--- src/wpe_pkg.sv ---
// Shared types and constants for the windowed peak envelope unit.
package wpe_pkg;

    localparam int SAMPLE_W = 16;
    localparam int LEN_W = 20;
    localparam int POS_OUT_W = 40;
    localparam int MAG_W = 16;

    localparam logic [LEN_W-1:0] LEN_RESET = 20'd11025;

    localparam int DEF_OFFSET_BITS = 20;
    localparam int DEF_POSITION_BITS = 40;

    typedef struct packed {
        logic signed [SAMPLE_W-1:0] sample;
        logic                       last;
    } wpe_in_t;

    typedef struct packed {
        logic [POS_OUT_W-1:0] peak_position;
        logic [MAG_W-1:0]     peak_magnitude;
    } wpe_out_t;

endpackage

--- src/windowed_peak_envelope_unit.sv ---
// Windowed peak envelope follower: per-window peak magnitude and its sample position.
//
// Samples enter on the s_ channel (valid/ready) and are cut into windows of
// window_length samples; the user sets it through cfg_we/cfg_wdata while the block is idle,
// which the block itself does not enforce. A sample with last set closes a partial window
// and restarts positions at zero. One item leaves on the m_ channel per closed window:
// the peak magnitude and the absolute position of its first occurrence (the positive
// peak wins a tie in magnitude). Throughput is one sample per cycle while the output
// does not stall. A sample is held in the input register, where the running
// compare-and-hold updates the trackers, and a result is loaded from there into
// the output register, which drives m_valid.
// When the receiver stalls with a result pending, samples that do not close a
// window still flow; a closing sample waits in the input register, which in
// turn holds s_ready low until the output register frees.
// Reset (synchronous, aresetn low) empties both registers, clears the trackers
// and positions, and sets window_length to 11025.
module windowed_peak_envelope_unit #(
    parameter int OFFSET_BITS   = wpe_pkg::DEF_OFFSET_BITS,
    parameter int POSITION_BITS = wpe_pkg::DEF_POSITION_BITS
) (
    input  logic                     aclk,
    input  logic                     aresetn,
    input  logic                     cfg_we,
    input  logic [wpe_pkg::LEN_W-1:0] cfg_wdata,
    input  logic                     s_valid,
    output logic                     s_ready,
    input  wpe_pkg::wpe_in_t         s_item,
    output logic                     m_valid,
    input  logic                     m_ready,
    output wpe_pkg::wpe_out_t        m_item
);
    import wpe_pkg::*;

    localparam int CNT_W = OFFSET_BITS + 1;
    localparam int CMP_W = (CNT_W > LEN_W) ? CNT_W : LEN_W;
    localparam int SUM_W = (POSITION_BITS > CNT_W) ? POSITION_BITS : CNT_W;

    logic [LEN_W-1:0]         window_length_reg;
    logic                     in_valid_reg;
    wpe_in_t                  in_item_reg;
    logic                     m_valid_reg;
    wpe_out_t                 m_item_reg;
    logic [OFFSET_BITS-1:0]   offset_reg, offset_next;
    logic [POSITION_BITS-1:0] window_start_reg, window_start_next;
    logic signed [SAMPLE_W-1:0] high_value_reg, high_value_next;
    logic [OFFSET_BITS-1:0]   high_offset_reg, high_offset_next;
    logic signed [SAMPLE_W-1:0] low_value_reg, low_value_next;
    logic [OFFSET_BITS-1:0]   low_offset_reg, low_offset_next;

    logic                     close;
    logic                     advance;
    logic                     out_load;
    logic [CNT_W-1:0]         count;
    logic [SAMPLE_W:0]        low_mag;
    logic                     take_low;
    logic [OFFSET_BITS-1:0]   peak_offset;
    logic [SUM_W-1:0]         pos_sum;
    logic [SUM_W-1:0]         start_sum;
    logic [POSITION_BITS-1:0] peak_pos;
    logic [POSITION_BITS+POS_OUT_W-1:0] peak_pos_ext;
    wpe_out_t                 result;

    always_comb begin
        high_value_next  = high_value_reg;
        high_offset_next = high_offset_reg;
        low_value_next   = low_value_reg;
        low_offset_next  = low_offset_reg;
        if (in_item_reg.sample > high_value_reg) begin
            high_value_next  = in_item_reg.sample;
            high_offset_next = offset_reg;
        end
        if (in_item_reg.sample < low_value_reg) begin
            low_value_next  = in_item_reg.sample;
            low_offset_next = offset_reg;
        end

        count = {1'b0, offset_reg} + CNT_W'(1);
        close = in_item_reg.last
             || (CMP_W'(count) >= CMP_W'(window_length_reg))
             || (offset_reg == {OFFSET_BITS{1'b1}});

        // The negative peak wins only when its magnitude is strictly larger.
        low_mag     = (SAMPLE_W + 1)'(0) - {low_value_next[SAMPLE_W-1], low_value_next};
        take_low    = low_mag > {1'b0, high_value_next};
        peak_offset = take_low ? low_offset_next : high_offset_next;

        pos_sum      = SUM_W'(window_start_reg) + SUM_W'(peak_offset);
        peak_pos     = pos_sum[POSITION_BITS-1:0];
        peak_pos_ext = {{POS_OUT_W{1'b0}}, peak_pos};
        result.peak_position  = peak_pos_ext[POS_OUT_W-1:0];
        result.peak_magnitude = take_low ? low_mag[MAG_W-1:0] : MAG_W'(high_value_next);

        start_sum = SUM_W'(window_start_reg) + SUM_W'(count);

        offset_next       = offset_reg;
        window_start_next = window_start_reg;
        if (close) begin
            offset_next       = '0;
            high_value_next   = '0;
            high_offset_next  = '0;
            low_value_next    = '0;
            low_offset_next   = '0;
            window_start_next = in_item_reg.last ? '0 : start_sum[POSITION_BITS-1:0];
        end else begin
            offset_next = count[OFFSET_BITS-1:0];
        end
    end

    // A closing sample moves on only when the output register can take its result.
    assign advance  = in_valid_reg && (!close || !m_valid_reg || m_ready);
    assign out_load = advance && close;
    assign s_ready  = !in_valid_reg || advance;
    assign m_valid  = m_valid_reg;
    assign m_item   = m_item_reg;

    always_ff @(posedge aclk) begin
        if (!aresetn) begin
            window_length_reg <= LEN_RESET;
            in_valid_reg      <= 1'b0;
            m_valid_reg       <= 1'b0;
            offset_reg        <= '0;
            window_start_reg  <= '0;
            high_value_reg    <= '0;
            high_offset_reg   <= '0;
            low_value_reg     <= '0;
            low_offset_reg    <= '0;
        end else begin
            if (cfg_we) begin
                window_length_reg <= cfg_wdata;
            end
            if (s_ready) begin
                in_valid_reg <= s_valid;
            end
            if (out_load) begin
                m_valid_reg <= 1'b1;
            end else if (m_ready) begin
                m_valid_reg <= 1'b0;
            end
            if (advance) begin
                offset_reg       <= offset_next;
                window_start_reg <= window_start_next;
                high_value_reg   <= high_value_next;
                high_offset_reg  <= high_offset_next;
                low_value_reg    <= low_value_next;
                low_offset_reg   <= low_offset_next;
            end
        end
    end

    always_ff @(posedge aclk) begin
        if (s_valid && s_ready) begin
            in_item_reg <= s_item;
        end
        if (out_load) begin
            m_item_reg <= result;
        end
    end

    // A closing sample must not overwrite a result that is still waiting.
    assert property (@(posedge aclk) disable iff (!aresetn)
        (in_valid_reg && close && m_valid_reg && !m_ready) |=> in_valid_reg)
        else $error("closing item advanced over a stalled result");

    // End of stream restarts the window and the stream position.
    assert property (@(posedge aclk) disable iff (!aresetn)
        (advance && in_item_reg.last) |=> (offset_reg == '0 && window_start_reg == '0))
        else $error("last item did not restart the stream");

    // The trackers keep their signs: the high value never negative, the low never positive.
    assert property (@(posedge aclk) disable iff (!aresetn)
        !high_value_reg[SAMPLE_W-1] && (low_value_reg[SAMPLE_W-1] || low_value_reg == '0))
        else $error("peak tracker left its range");

    // The peak magnitude of a result never exceeds the magnitude of the most negative sample.
    assert property (@(posedge aclk) disable iff (!aresetn)
        m_valid_reg |-> (m_item_reg.peak_magnitude <= 16'd32768))
        else $error("peak magnitude out of range");

endmodule
--- config.mk ---
export PLATFORM = sky130hd
export DESIGN_NAME = windowed_peak_envelope_unit
export DESIGN_NICKNAME = d
export VERILOG_FILES = /design/src/wpe_pkg.sv /design/src/windowed_peak_envelope_unit.sv
export SDC_FILE = /design/constraint.sdc
export NUM_CORES = 1
export LEC_CHECK = 0
export BUFFER_PORTS_ARGS = -buffer_cell sky130_fd_sc_hd__buf_2
export CAP_MARGIN = 20
export CORE_ASPECT_RATIO = 1.2
export CORE_MARGIN = 2
export CORE_UTILIZATION = 61
export CTS_CLUSTER_SIZE = 25
export DETAILED_ROUTE_END_ITERATION = 8
export GPL_ROUTABILITY_DRIVEN = 0
export GPL_TIMING_DRIVEN = 0
export PLACE_DENSITY = 0.81
export SLEW_MARGIN = 5
export SYNTH_ARGS = -nofsm -noshare
export SYNTH_HDL_FRONTEND = slang
export SYNTH_SLANG_ARGS = --single-unit
--- constraint.sdc ---
create_clock -name aclk -period 8.3 [get_ports aclk]
set_input_delay 1.66 -clock aclk [delete_from_list [all_inputs] [get_ports aclk]]
set_output_delay 1.66 -clock aclk [all_outputs]
set_load 0.05 [all_outputs]
# Word level (Yosys, flattened, before mapping)
# Cells that the tools add are included.
# totals
ff_bits	227
elab_cells	49
# classes
n_addsub	4
magnitude_cmp	4
eq_ne	1
n_mux	14
reduce_logical	13
# op_table
cell	n
two-way mux 20 bit	6
two-way mux 16 bit	5
adder 40 x 20 -> 40 bit	1
adder 40 x 21 -> 40 bit	1
two-way mux 40 bit	1
adder 20 x 1 -> 21 bit, second input constant	1
>= comparator 21 x 20 -> 1 bit	1
equality test 20 bit, second input constant	1
> comparator 17 x 16 -> 1 bit	1
subtractor 1 x 16 -> 17 bit, first input constant	1
> comparator 16 bit	1
< comparator 16 bit	1
logical OR 1 bit	5
logical AND 1 bit	3
zero test 1 bit	3
two-way mux 1 bit	2
AND reduction 2 bit	1
nonzero test 2 bit	1

# Logic depth before layout (Yosys ltp)
# Gate-level depths: netlist of run 1.
# depth
word_depth	10
mapped_depth	38

# Least setup slack after synthesis of run 1
# Ideal clock, no wire load.
# synth_timing
path_type	reg2reg
from	register in_item_reg[14] (netlist bit)
to	register m_item_reg (netlist bit m_item[40]), data pin
setup_time_ns	0.261
arrival_time_ns	7.382
slack_ns	0.657
stages_incl_launch_ff	32
path_cell_list	edfxtp_1 > ha_1 > a21o_1 > a2111oi_2 > o21ai_2 > nand2_2 > mux2i_1 > ha_1 > nor2b_1 > nand2_1 > nor4_1 > xnor2_1 > mux2i_1 > inv_1 > ha_1 > nand4_1 > a2111oi_0 > o21ai_0 > a31oi_1 > o211ai_1 > a21o_1 > clkbuf_1 > a221oi_1 > ha_1 > nor2b_1 > o31ai_1 > a22oi_1 > a2111oi_2 > nor3_1 > a311oi_4 > nor2_1 > xor2_1
# synth_between
elab_chain_cells	6
# synth_rtl
element	line	rtl
start, declared	windowed_peak_envelope_unit.sv:40	wpe_in_t in_item_reg;
start signal, assigned	windowed_peak_envelope_unit.sv:152	in_item_reg <= s_item;
< comparator 16 bit	windowed_peak_envelope_unit.sv:72	if (in_item_reg.sample < low_value_reg) begin
two-way mux 16 bit	windowed_peak_envelope_unit.sv:72	
subtractor 1 x 16 -> 17 bit	windowed_peak_envelope_unit.sv:83	low_mag = (SAMPLE_W + 1)'(0) - {low_value_next[SAMPLE_W-1], low_value_next};
> comparator 17 x 16 -> 1 bit	windowed_peak_envelope_unit.sv:84	take_low = low_mag > {1'b0, high_value_next};
two-way mux 20 bit (*)	windowed_peak_envelope_unit.sv:85	peak_offset = take_low ? low_offset_next : high_offset_next;
adder 40 x 20 -> 40 bit (*)	windowed_peak_envelope_unit.sv:87	pos_sum = SUM_W'(window_start_reg) + SUM_W'(peak_offset);
net peak_pos[24]	windowed_peak_envelope_unit.sv:59	logic [POSITION_BITS-1:0] peak_pos;
end signal, assigned	windowed_peak_envelope_unit.sv:155	m_item_reg <= result;
end, declared	windowed_peak_envelope_unit.sv:42	wpe_out_t m_item_reg;
# Mark *: on every way through the listed nets, which the timed path passes. The rest lies on a longest branch.
# A chain may end at the register's enable or synchronous reset.

# Worst setup path in the final report of run 1
# layout_timing
from	register in_item_reg[1] (netlist bit)
to	register m_item_reg (netlist bit m_item[38]), data pin
# Same word-level chain as after synthesis.

==> results of run 1 <==
==> worst register-to-register path: cells and delay by family, from the launching register on <==
family,cells,cell delay [ps]
muxes,2,570
DFF,1,500
adders and majority gates,3,910
AOI/OAI and AO/OA,11,2460
and+or+nand+nor,10,2040
xor gates and xnor gates,2,160
buffers and inverters,6,1110
==> cell usage in the layout, fill, tap and decap left out, drive strengths merged, types with 19 or more instances in the layout <==
cell,n
nand3,28
buf,176
nand2b,21
a21oi,103
edfxtp,73
xnor2,76
a22oi,37
a21o,24
nor2,150
nor3,40
xor2,21
a221oi,21
mux2i,58
nand2,106
nor4,19
inv,126
nand4,20
dfxtp,154
ha,110
a22o,34
o21ai,44
clkbuf,56
==> routing by layer <==
layer / global-route usage (%) / vias up / routed length, microns
met1: 36.0 / 5728 / 14300
met3: 4.55 / 161 / 2700
met5: 0 / - / 0
li1: - / 5772 / -
met4: 18.1 / 0 / 2160
met2: 53.2 / 599 / 18300
==> kinds of logic after synthesis <==
kind of cell             count (synthesis)  share of synthesized area [%]
AND/OR/NAND/NOR                        457                           16.1
adder cells (fa/ha/maj)                112                           10.3
multiplexers                            61                           4.47
flip-flops                             227                           38.4
AO/OA/AOI/OAI                          361                           18.5
buffers and inverters                  195                           5.94
XOR/XNOR                                97                           6.19
==> worst paths after layout <==
path / from / endpoint / slack [ps] / depth (start not counted)
worst max-delay path: in_item_reg[1]$_DFFE_PP_ / m_item[38]$_DFFE_PP_ / 250 / 34
worst min-delay path: high_value_reg[10]$_SDFFE_PN0P_ / high_value_reg[10]$_SDFFE_PN0P_ / 470 / 2
worst max register to register: in_item_reg[1]$_DFFE_PP_ / m_item[38]$_DFFE_PP_ / 250 / 34
worst min register to register: high_value_reg[10]$_SDFFE_PN0P_ / high_value_reg[10]$_SDFFE_PN0P_ / 470 / 2
==> layout make-up <==
cell class / instances / share of cell area [%]
timing repair buffer: 130 / 4.66
antenna: 1 / 0.0157
inverter: 126 / 2.96
multi-input combinational: 1089 / 50.0
clock inverter: 11 / 0.486
buffer: 69 / 2.22
tap: 279 / 2.19
sequential: 227 / 33.1
clock buffer: 33 / 4.43
==> what timing repair did <==
item                       CTS  global route
setup endpoints to repair   33            28
pin swaps                    6            14
gates resized for setup     31            41
setup buffers               23             9
cloned                       1             0
==> per-stage QoR <==
step	power [uW]	TNS, ps
global placement	1820	-29360
finish	2970	0
floorplan	1670	0
CTS	2930	0
detailed placement	1830	-33620
global route	3090	-644
==> report_power, final <==
part           internal, uW  switching, uW
Sequential             1190           17.9
Clock                   624            447
Combinational           262            428
==> reports/results.ini, run 1 <==
[global_routing]
grt_max_degree = 66
grt_usage_pct = 30.7
antenna_found_initial = 1
grt_pass1_vias = 11862
grt_overflow_total = 0
grt_pass1_wl_mm = 59.0

[logic_synthesis]
synth.net_count = 1664
yosysUniqueCellTypes = 85
netlist_area_sq_mm = 0.0137
synthTopCellsByCount = 154 x dfxtp_1, 149 x nor2_1, 124 x inv_1
netlist_top_cells_area = dfxtp_1 22%, edfxtp_1 16%, ha_1 10%, xnor2_1 4.8%, mux2i_1 4.2%
yosysTopAreaCell = dfxtp_1
synthArstFlopShare_pct = 0
yosys.area.top_type_share_pct = 22.4
ys_seq_area_share_pct = 38.4
synth_ff_type = dfxtp_1
ys_ff_latch = 227
syn_inst = 1510
ys.warnings.count = 0
synth_area_per_cell_sq_um = 9.10
synth-edff-count = 73
synthMostInstantiatedCell = dfxtp_1

[power]
power_density_mw_per_mm2 = 186
peakVddDrop_mv = 0.154
p_leak_uw = 0.00668

[placed_design]
dpl_cell_area_sq_mm = 0.0146
place.port_buffers = 97
placed_cells = 1887
dp_hpwl_mm = 26.8
dp_slack_ps = -1390

[clock_tree]
cts_tree = done
numClockSinks = 227
clkSlewWorstSetupHoldPaths_ps = 60
clock_path_buffers = 3
htree_levels = 1
numCtsBuffers = 24
cts_hold_buf = 0
insertion_delay_ps = 530
cts_root_buf = clkbuf_16

[routing]
via_per_inst = 6.24
antenna_left = 0
drt_iter0_drc = 1221
drt_pre_antenna_iters = 7
drc = 0
vias = 12260
routed_wl_mm = 37.5
wl_per_cell_microns = 19.1

[setup_path]
crit_path_end_kind = flop
crit_arrival_ps = 8320
critPathKind = reg2reg
critical-path-slowest-cell = or4_4
startpoint_type = flop
cp_top_family = compound AO/OA/AOI/OAI gates
worstPathRequired_ps = 8570
path_max_fanout = 10
critPathMaxStageDelay_ps = 580
path_buf_inv = 6
crit_top_cell = buf_4

[layout]
fin_nets = 1821
fill_cells = 1642
utilization_pct = 71.6
final-instance-count-excl-fill = 1965
multi_input_area_sq_mm = 0.00798
syn2layout_area_growth_pct = 16.2
register_area_sq_mm = 0.00528
largest_reg_flops = 56
layout-drive-gt1-share_pct = 16.9
fin_area_sq_mm = 0.0160

[min_path]
worstHoldPathType = reg2reg

[sta]
fin_crit_sh_pct = 97.0
setup_slack_ps = 251
finalHoldViolCount = 0
period_needed_ps = 8050
fin_hold_ws_ps = 469
fmax_mhz = 124
worstMarginPinSlew_ps = 853
setup-violations-final = 0
timing.slew.headroom_pct = 43.2
maxSlewViolCount = 0
skew_ps = 10.2

[floorplan]
start_util_pct = 61.6
rows = 60
die_w_microns = 141
die-area_sq_mm = 0.0237
ios = 100
fp.coreArea_sq_mm = 0.0223
die_h_microns = 168

[outcome]
status = complete, no violations

[run]
maxCapViolCount = 0

Power figures use the tool's default switching activity.
==> run 2, diff against run 1 <==
- CORE_MARGIN: 2 -> default
==> reports/results.ini, run 2 (same netlist as run 1, synthesis figures left out) <==
[outcome]
status = complete, no violations

[layout]
syn2layout_area_growth_pct = 16.5
register_area_sq_mm = 0.00528
fill_cells = 1587
final_common_cell = dfxtp_1
largest_reg_flops = 56
fin_nets = 1826
multi_input_area_sq_mm = 0.00793
antenna_cells = 0
final-instance-count-excl-fill = 1964
final_cell_mix = 153 x dfxtp_1, 148 x nor2_1, 127 x buf_2
layout-drive-gt1-share_pct = 17.0

[setup_path]
reg2reg_to = m_item[47]$_DFFE_PP_
crit_start = in_item_reg[2]$_DFFE_PP_
crit_top_cell = buf_4
worstPathRequired_ps = 8570
rrSetupSlack_ps = 270
crit_arrival_ps = 8300
worstReg2RegStart = in_item_reg[2]$_DFFE_PP_
critPathKind = reg2reg
ff2ff_path_depth = 35
critPathMaxStageDelay_ps = 560
crit_path_end_kind = flop
startpoint_type = flop
endpoint = m_item[47]$_DFFE_PP_
critical-path-slowest-cell = or4_1
path_max_fanout = 5

[global_routing]
grt_max_degree = 66
grt_pass1_vias = 11775
grt_usage_pct = 31.3
grt_pass1_wl_mm = 58.2
grt_overflow_total = 0
antenna_found_initial = 0

[routing]
drt_pre_antenna_iters = 7
vias = 12229
wl_per_cell_microns = 19.0
drt_iter0_drc = 1094
drc = 0
wl_met2_mm = 18.5
met1_length_mm = 14.7
top_layer = met4
via_per_inst = 6.23
routed_wl_mm = 37.4
antenna_left = 0
wl_met3_mm = 2.40

[clock_tree]
clkSlewWorstSetupHoldPaths_ps = 60
clock_path_buffers = 3
numClockSinks = 227
cts_root_buf = clkbuf_16
cts_hold_buf = 0
cts_tree = done
numCtsBuffers = 25
insertion_delay_ps = 520
htree_levels = 1

[power]
peakVddDrop_mv = 0.175
power_density_mw_per_mm2 = 190
intPower_uw = 2130
p_leak_uw = 0.00671
seqPwrFrac_pct = 40.0
p_switching_uw = 898
comb_power_share_pct = 22.3
swShare_pct = 29.6
power_frac_clock_pct = 37.7

[floorplan]
start_util_pct = 62.9
die-area_sq_mm = 0.0231
rows = 59
die_h_microns = 166
die_w_microns = 139
ios = 100
fp.coreArea_sq_mm = 0.0219

[sta]
worstMarginPinSlew_ps = 868
timing.slew.headroom_pct = 42.2
setup_slack_ps = 268
setup-violations-final = 0
maxSlewViolCount = 0
fmax_mhz = 125
skew_ps = 7.73
fin_crit_sh_pct = 96.8
finalHoldViolCount = 0
period_needed_ps = 8030
fin_hold_ws_ps = 469

[placed_design]
dp_slack_ps = -1450
dp_hpwl_mm = 26.8
place.port_buffers = 97
placed_cells = 1882

[min_path]
worstHoldPathType = reg2reg

[run]
maxCapViolCount = 0

## run 2: power groups by stage
stage / clock [uW] / combinational (uW) / sequential (uW)
floorplan: 0 / 391 / 1280
global placement: 0 / 579 / 1240
detailed placement: 0 / 590 / 1240
CTS: 1150 / 621 / 1210
global route: 1200 / 728 / 1210
finish: 1140 / 677 / 1210
## run 2: worst min-delay path by stage
stage                                          startpoint                              end  slack, ps  cells after the start
after floorplan            low_offset_reg[1]$_SDFFE_PN0P_   low_offset_reg[1]$_SDFFE_PN0P_        440                      1
after global placement     high_value_reg[6]$_SDFFE_PN0P_   high_value_reg[6]$_SDFFE_PN0P_        450                      2
after detailed placement  low_offset_reg[13]$_SDFFE_PN0P_  low_offset_reg[13]$_SDFFE_PN0P_        460                      1
after CTS                 high_value_reg[10]$_SDFFE_PN0P_  high_value_reg[10]$_SDFFE_PN0P_        470                      2
after global routing       high_value_reg[9]$_SDFFE_PN0P_   high_value_reg[9]$_SDFFE_PN0P_        490                      2
final                     high_value_reg[10]$_SDFFE_PN0P_  high_value_reg[10]$_SDFFE_PN0P_        470                      2
## run 2: per-stage QoR
stage | setup TNS (ps) | utilization, % | area, sq um | power, uW
2_1_floorplan | 0 | - | 13700 | 1670
3_3_place_gp | -27870 | 66.6 | 14600 | 1820
3_5_place_dp | -35130 | 66.8 | 14600 | 1830
4_1_cts | 0 | 71.7 | 15700 | 2990
5_1_grt | -811 | 73.2 | 16000 | 3140
6_report | 0 | 73.2 | 16000 | 3030
## run 2: what timing repair did
action	CTS	global route
setup buffers	12	23
endpoints found under the setup margin	35	30
pin swaps	5	13
gates resized for setup	30	43
cloned	1	1
## run 2: layout make-up
cell class	instances	area share, %
multi-input combinational	1089	49.6
sequential	227	33.0
timing repair buffer	134	4.83
clock buffer	30	4.09
inverter	126	2.96
buffer	69	2.32
tap	274	2.14
clock inverter	15	1.13
## run 2: routing by layer
| metal | vias to the layer above | global-route usage [%] |
|---|---|---|
| met5 | - | 0 |
| met4 | 0 | 17.4 |
| met3 | 126 | 4.27 |
| met2 | 543 | 56.0 |
| met1 | 5808 | 36.0 |
| li1 | 5752 | - |
## run 2: worst max-delay path: cells and delay by family, from the launching register on
kind | cells | cell delay (ps)
AO/OA/AOI/OAI | 14 | 2930
XOR/XNOR | 2 | 240
adder cells (fa/ha/maj) | 4 | 1250
buffers and inverters | 6 | 960
flip-flops | 1 | 400
multiplexers | 1 | 250
AND/OR/NAND/NOR | 8 | 1760
